$ cat config.mk
export PLATFORM = sky130hd
export DESIGN_NAME = cspm_mac
export DESIGN_NICKNAME = d
export VERILOG_FILES = /design/src/sv/cspm_pkg.sv /design/src/sv/cspm_mac.sv
export SDC_FILE = /design/constraint.sdc
export NUM_CORES = 2
export LEC_CHECK = 0
export ABC_AREA = 1
export BUFFER_PORTS_ARGS = -buffer_cell sky130_fd_sc_hd__clkbuf_2
export CAP_MARGIN = 10
export CORE_MARGIN = 8
export CORE_UTILIZATION = 45
export DETAILED_ROUTE_END_ITERATION = 8
export SYNTH_ARGS = -nofsm -noshare
export SYNTH_HDL_FRONTEND = slang
export SYNTH_SLANG_ARGS = --single-unit
$ cat constraint.sdc
create_clock -name clk_i -period 10.44 [get_ports clk_i]
set_clock_uncertainty 0.15 [all_clocks]
set_input_delay 2.088 -clock clk_i [delete_from_list [all_inputs] [get_ports clk_i]]
set_output_delay 2.088 -clock clk_i [all_outputs]
set_load 0.02 [all_outputs]
$ cat src/sv/cspm_pkg.sv
`default_nettype none

package cspm_pkg;

  localparam int unsigned CMD_W  = 3;
  localparam int unsigned ROW_W  = 8;
  localparam int unsigned COL_W  = 8;
  localparam int unsigned VAL_W  = 32;
  localparam int unsigned STAT_W = 2;
  localparam int unsigned CFG_W  = 9;

  typedef enum logic [CMD_W-1:0] {
    CMD_SET   = 3'd0,
    CMD_GET   = 3'd1,
    CMD_LOAD  = 3'd2,
    CMD_MUL   = 3'd3,
    CMD_CLEAR = 3'd4
  } cmd_e;

  localparam logic [STAT_W-1:0] ST_OK     = 2'd0;
  localparam logic [STAT_W-1:0] ST_ABSENT = 2'd1;
  localparam logic [STAT_W-1:0] ST_FULL   = 2'd2;
  localparam logic [STAT_W-1:0] ST_RANGE  = 2'd3;

  localparam logic CFG_NUM_ROWS = 1'b0;
  localparam logic CFG_NUM_COLS = 1'b1;

  typedef enum logic [4:0] {
    S_INIT,
    S_IDLE,
    S_PTR_A,
    S_PTR_B,
    S_PTR_C,
    S_PTR_D,
    S_SRCH_RD,
    S_SRCH_CHK,
    S_MISS,
    S_SHIFT_RD,
    S_SHIFT_WR,
    S_INS,
    S_BUMP_RD,
    S_BUMP_WR,
    S_MUL_RD,
    S_MUL_VEC,
    S_MUL_PROD,
    S_MUL_ACC,
    S_MUL_FIN,
    S_CLEAR,
    S_DONE
  } state_e;

  typedef struct packed {
    logic clr;
    logic mul_en;
    logic acc_en;
  } mac_ctrl_t;

endpackage

`default_nettype wire

$ cat src/sv/cspm_mac.sv
`default_nettype none

module cspm_mac
  import cspm_pkg::*;
#(
  parameter int unsigned MAX_ENTRIES = 1024
) (
  input  wire logic                    clk_i,
  input  wire mac_ctrl_t               ctrl_i,
  input  wire logic signed [VAL_W-1:0] a_i,
  input  wire logic signed [VAL_W-1:0] b_i,
  output logic signed [VAL_W-1:0]      result_o
);

  localparam int unsigned PROD_W = 2 * VAL_W;
  localparam int unsigned ACC_W  = PROD_W + $clog2(MAX_ENTRIES) + 1;

  logic signed [PROD_W-1:0] prod_q;
  logic signed [ACC_W-1:0]  acc_q;
  logic signed [ACC_W-1:0]  rnd;
  logic signed [ACC_W-1:0]  shf;
  logic                     fits;

  always_ff @(posedge clk_i) begin
    if (ctrl_i.mul_en) begin
      prod_q <= a_i * b_i;
    end
    if (ctrl_i.clr) begin
      acc_q <= '0;
    end else if (ctrl_i.acc_en) begin
      acc_q <= acc_q + ACC_W'(prod_q);
    end
  end

  // round to nearest, ties up, then saturate
  always_comb begin
    rnd  = acc_q + ACC_W'(32768);
    shf  = rnd >>> 16;
    fits = (&shf[ACC_W-1:VAL_W-1]) || !(|shf[ACC_W-1:VAL_W-1]);
    if (fits) begin
      result_o = shf[VAL_W-1:0];
    end else if (shf[ACC_W-1]) begin
      result_o = {1'b1, {(VAL_W-1){1'b0}}};
    end else begin
      result_o = {1'b0, {(VAL_W-1){1'b1}}};
    end
  end

endmodule

`default_nettype wire

# [Word level (Yosys, flattened, before mapping)]
# Cells that the tools add are included.
[word_totals] reg_bits=139 latchBits=0 ramBits=0 romBits=0 out_inout_bits=32 elab_cells=11 mem_count=0
[op_classes] n_addsub=2 mul=1 div_mod_pow=0 magnitude_cmp=0 eq_ne=0 n_shift=0 n_mux=2 bitwise_logic=0 reduce_logical=4
[ops] cell="adder 75 x 17 -> 75 bit, second input constant" count=1
[ops] cell="adder 75 x 64 -> 75 bit" count=1
[ops] cell="multiplier 32 x 32 -> 64 bit" count=1
[ops] cell="two-way mux 32 bit" count=2
[ops] cell="AND reduction 28 bit" count=1
[ops] cell="OR reduction 28 bit" count=1
[ops] cell="logical NOT 1 bit" count=1
[ops] cell="logical OR 1 bit" count=1

# [Longest topological paths before layout]
[depth] ltp_word=5 depth_mapped=32 ltp_nobuf=31

# [Worst setup path before layout]
# Ideal clock, no wire load.
[synth_timing] path_kind="input-to-reg" from="input port a_i[31]" to="register prod_q[63] (data pin)" setup_time_ns=0.260 arrival_time_ns=8.854 required_ns=10.030 slack_ns=1.175 stages=26 path_cell_list="clkbuf_1 > nand2_1 > inv_1 > fa_1 > fa_1 > fa_1 > inv_1 > fa_1 > inv_1 > fa_1 > fa_1 > inv_1 > fa_1 > fa_1 > inv_1 > ha_1 > nand2_1 > nor2_1 > inv_1 > nor2_1 > inv_1 > nor2_1 > inv_1 > o21ai_0 > a21oi_1 > xor2_1"
[synth_via] elab_chain_cells=1
[synth_rtl] item="from (decl)" line_no="cspm_mac.sv:10" rtl="input wire logic signed [VAL_W-1:0] a_i,"
[synth_rtl] item="multiplier 32 x 32 -> 64 bit" line_no="cspm_mac.sv:26" rtl="prod_q <= a_i * b_i;"
[synth_rtl] item="to (signal assigned)" line_no="cspm_mac.sv:26"
[synth_rtl] item="to (decl)" line_no="cspm_mac.sv:18" rtl="logic signed [PROD_W-1:0] prod_q;"
# Every way passes these cells.
# A chain may end at the register's enable or synchronous reset.

# [Final worst setup path]
[layout_timing] from="input port b_i[8]" to="register prod_q[50] (data pin)"
[layout_via] elab_chain_cells=1
[layout_rtl] item="from (decl)" line_no="cspm_mac.sv:11" rtl="input wire logic signed [VAL_W-1:0] b_i,"
[layout_rtl] item="multiplier 32 x 32 -> 64 bit" line_no="cspm_mac.sv:26"
# Every way passes these cells.

==> results_dict.tcl <==
set metrics [dict create \
    status "finished clean" \
    cts_setup_buffers 0 \
    drive_gt1_share_pct 4.11 \
    synth-edff-count 64 \
    critPathCaptureType "register" \
    tightestPinTransition_ns 1.23 \
    ctsResizeCount 0 \
    viasPerCell 5.09 \
    yosysSeqAreaShare_pct 6.77 \
    drv_cap 0 \
    path_max_fanout 20 \
    cts_tree "done" \
    avgRoutedWirePerCell_microns 19.6 \
    synth_area_sq_um 50500 \
    grt_pass1_vias 45200 \
    cts.sinks 139 \
    cts_root_buffer "clkbuf_16" \
    syn2layout_area_growth_pct 5.95 \
    grt_first_pass_wirelength_microns 259000 \
    cts_buffers 17 \
    final_util_pct 47.9 \
    placed_cell_area_sq_um 52900 \
    maxSlewViolCount 0 \
    top_usage_layer "met2" \
    row_count 123 \
    synth_top_area_share_pct 42.9 \
    io_pins 100 \
    nNetsFinal 8261 \
    gr-usage-met2_pct 46.1 \
    max_stage_delay_ns 0.99 \
    insertion_delay_ns 0.47 \
    gr-usage-met1_pct 37.3 \
    die_w_microns 351 \
    async_reset_ff_share_pct 0 \
    cp-start-kind "input port" \
    initial_utilization_pct 45.2 \
    period_needed_ns 10.07 \
    fin_crit_sh_pct 96.5 \
    io_buffer_count 99 \
    design_area_sq_um 53500 \
    hold_viol 0 \
    core_area_sq_um 112000 \
    path_clk_slew_ns 0.06 \
    synth_cell_types 44 \
    syn_area_per_cell_sq_um 7.39 \
    worst_path_dominant_cell_family "adder cells" \
    first_pass_iters 5 \
    cp_common_cell "fa_1" \
    ys_top_cells_by_area "fa_1 (43%), inv_1 (14%), nand2_1 (13%)" \
    grtUsageMet3_pct 2.14 \
    synth_ff_type "dfxtp_1" \
    required_ns 10.51 \
    die_h_microns 351 \
    gr-usage-all-layers_pct 27.1 \
    clock_path_buffers 2 \
    crit_slowest_cell "nor4_1" \
    final_common_cell "inv_1" \
    ant_nets 0 \
    max-slew-margin-rel_pct 17.3 \
    setup-tns-final_ns 0 \
    grt_max_degree 79 \
    yosysTopAreaCell "fa_1" \
    path_buf_inv 8 \
    rsz0062_at_grt "false" \
    hpwlAfterDp_microns 144000 \
    drt-initial-drc-count 3299 \
    drc 0 \
    finalSetupViolCount 0 \
    syn_inst 6837 \
    postRouteWirelength_microns 164000 \
    max_freq_mhz 99.3 \
    dieArea_sq_um 123000 \
    hold_class "register to register" \
    ctsHoldBuffers 0 \
    place.gp.congestion 1.03 \
    antenna_found_initial 2 \
    vias 42600 \
    yosysWarnings 0 \
    synth_nets 8247 \
    cp.arrival_ns 10.15 \
    htree_levels 4 \
    ys_seq_elements 139 \
    path_class "input port to register" \
    grt_overflow 0 \
    final_cell_mix "inv_1 (1903), nand2_1 (1764), fa_1 (1083)" \
]
[cells by family (layout without fill, tap and decap cells)]
kind of cell	count (synthesis)	count (layout)	share of synthesized area, %
flops	139	139	6.77
fa+ha+maj	1342	1342	49.3
buf+inv	2132	2159	15.9
simple gates	2537	2537	19.9
other cells	0	1	0
compound gates	567	567	6.06
xor+xnor	120	120	2.08
[sequential cells by signal, indices dropped and copies added (netlist names)]
signal / count
acc_q: 75
prod_q: 64
[layer usage]
layer / vias up / wire length (microns) / part of all wire (%)
met5: - / 12 / 0.0073
met4: 2 / 5400 / 3.3
met3: 227 / 8200 / 5.0
met2: 1283 / 78100 / 48
met1: 21300 / 72300 / 44
li1: 19800 / - / -
[worst register-to-register path: cells and delay by family (launching register included)]
kind	cells	cell delay, ns
simple gates	14	2.09
buf+inv	3	0.26
flops	1	0.33
fa+ha+maj	2	0.69
[cell usage after synthesis (22+ instances only)]
cell type     n
nor2_1      489
dfxtp_1      75
ha_1        259
nand3_1     157
o21ai_0     207
xnor2_1      23
nand2_1    1764
edfxtp_1     64
clkbuf_1    211
a21oi_1     267
o21bai_1     22
nand4_1      55
xor2_1       97
nor3_1       23
inv_1      1903
fa_1       1083
[worst paths after layout]
path,end,from,cells past startpoint,slack (ns)
setup / recovery,prod_q[50],b_i[8],25,0.37
hold / removal,acc_q[0],acc_q[0],2,0.36
hold reg to reg,acc_q[0],acc_q[0],2,0.36
setup reg to reg,acc_q[36],acc_q[0],19,6.83
[final cells by class]
type | instances | area, sq um
repair buffers | 217 | 1410
well taps | 1500 | 1880
clock inverters | 15 | 165
inverters | 1910 | 7170
flip-flops and latches | 139 | 3420
multi-input cells | 4566 | 39100
fillers | 11500 | 58300
clock buffers | 17 | 425
diodes | 1 | 2.50
[stage by stage]
stage	setup slack, ns	hold slack (ns)	cells
final	0.368	0.359	8365
after global routing	0.152	0.425	8365
after CTS	0.461	0.366	8364
after detailed placement	0.0232	0.352	8332
after global placement	-0.0267	0.329	8332
after floorplan	1.18	0.317	6837
Power is not shown: default switching activity piles up to over one toggle a cycle in this logic, so the estimate is an artifact.
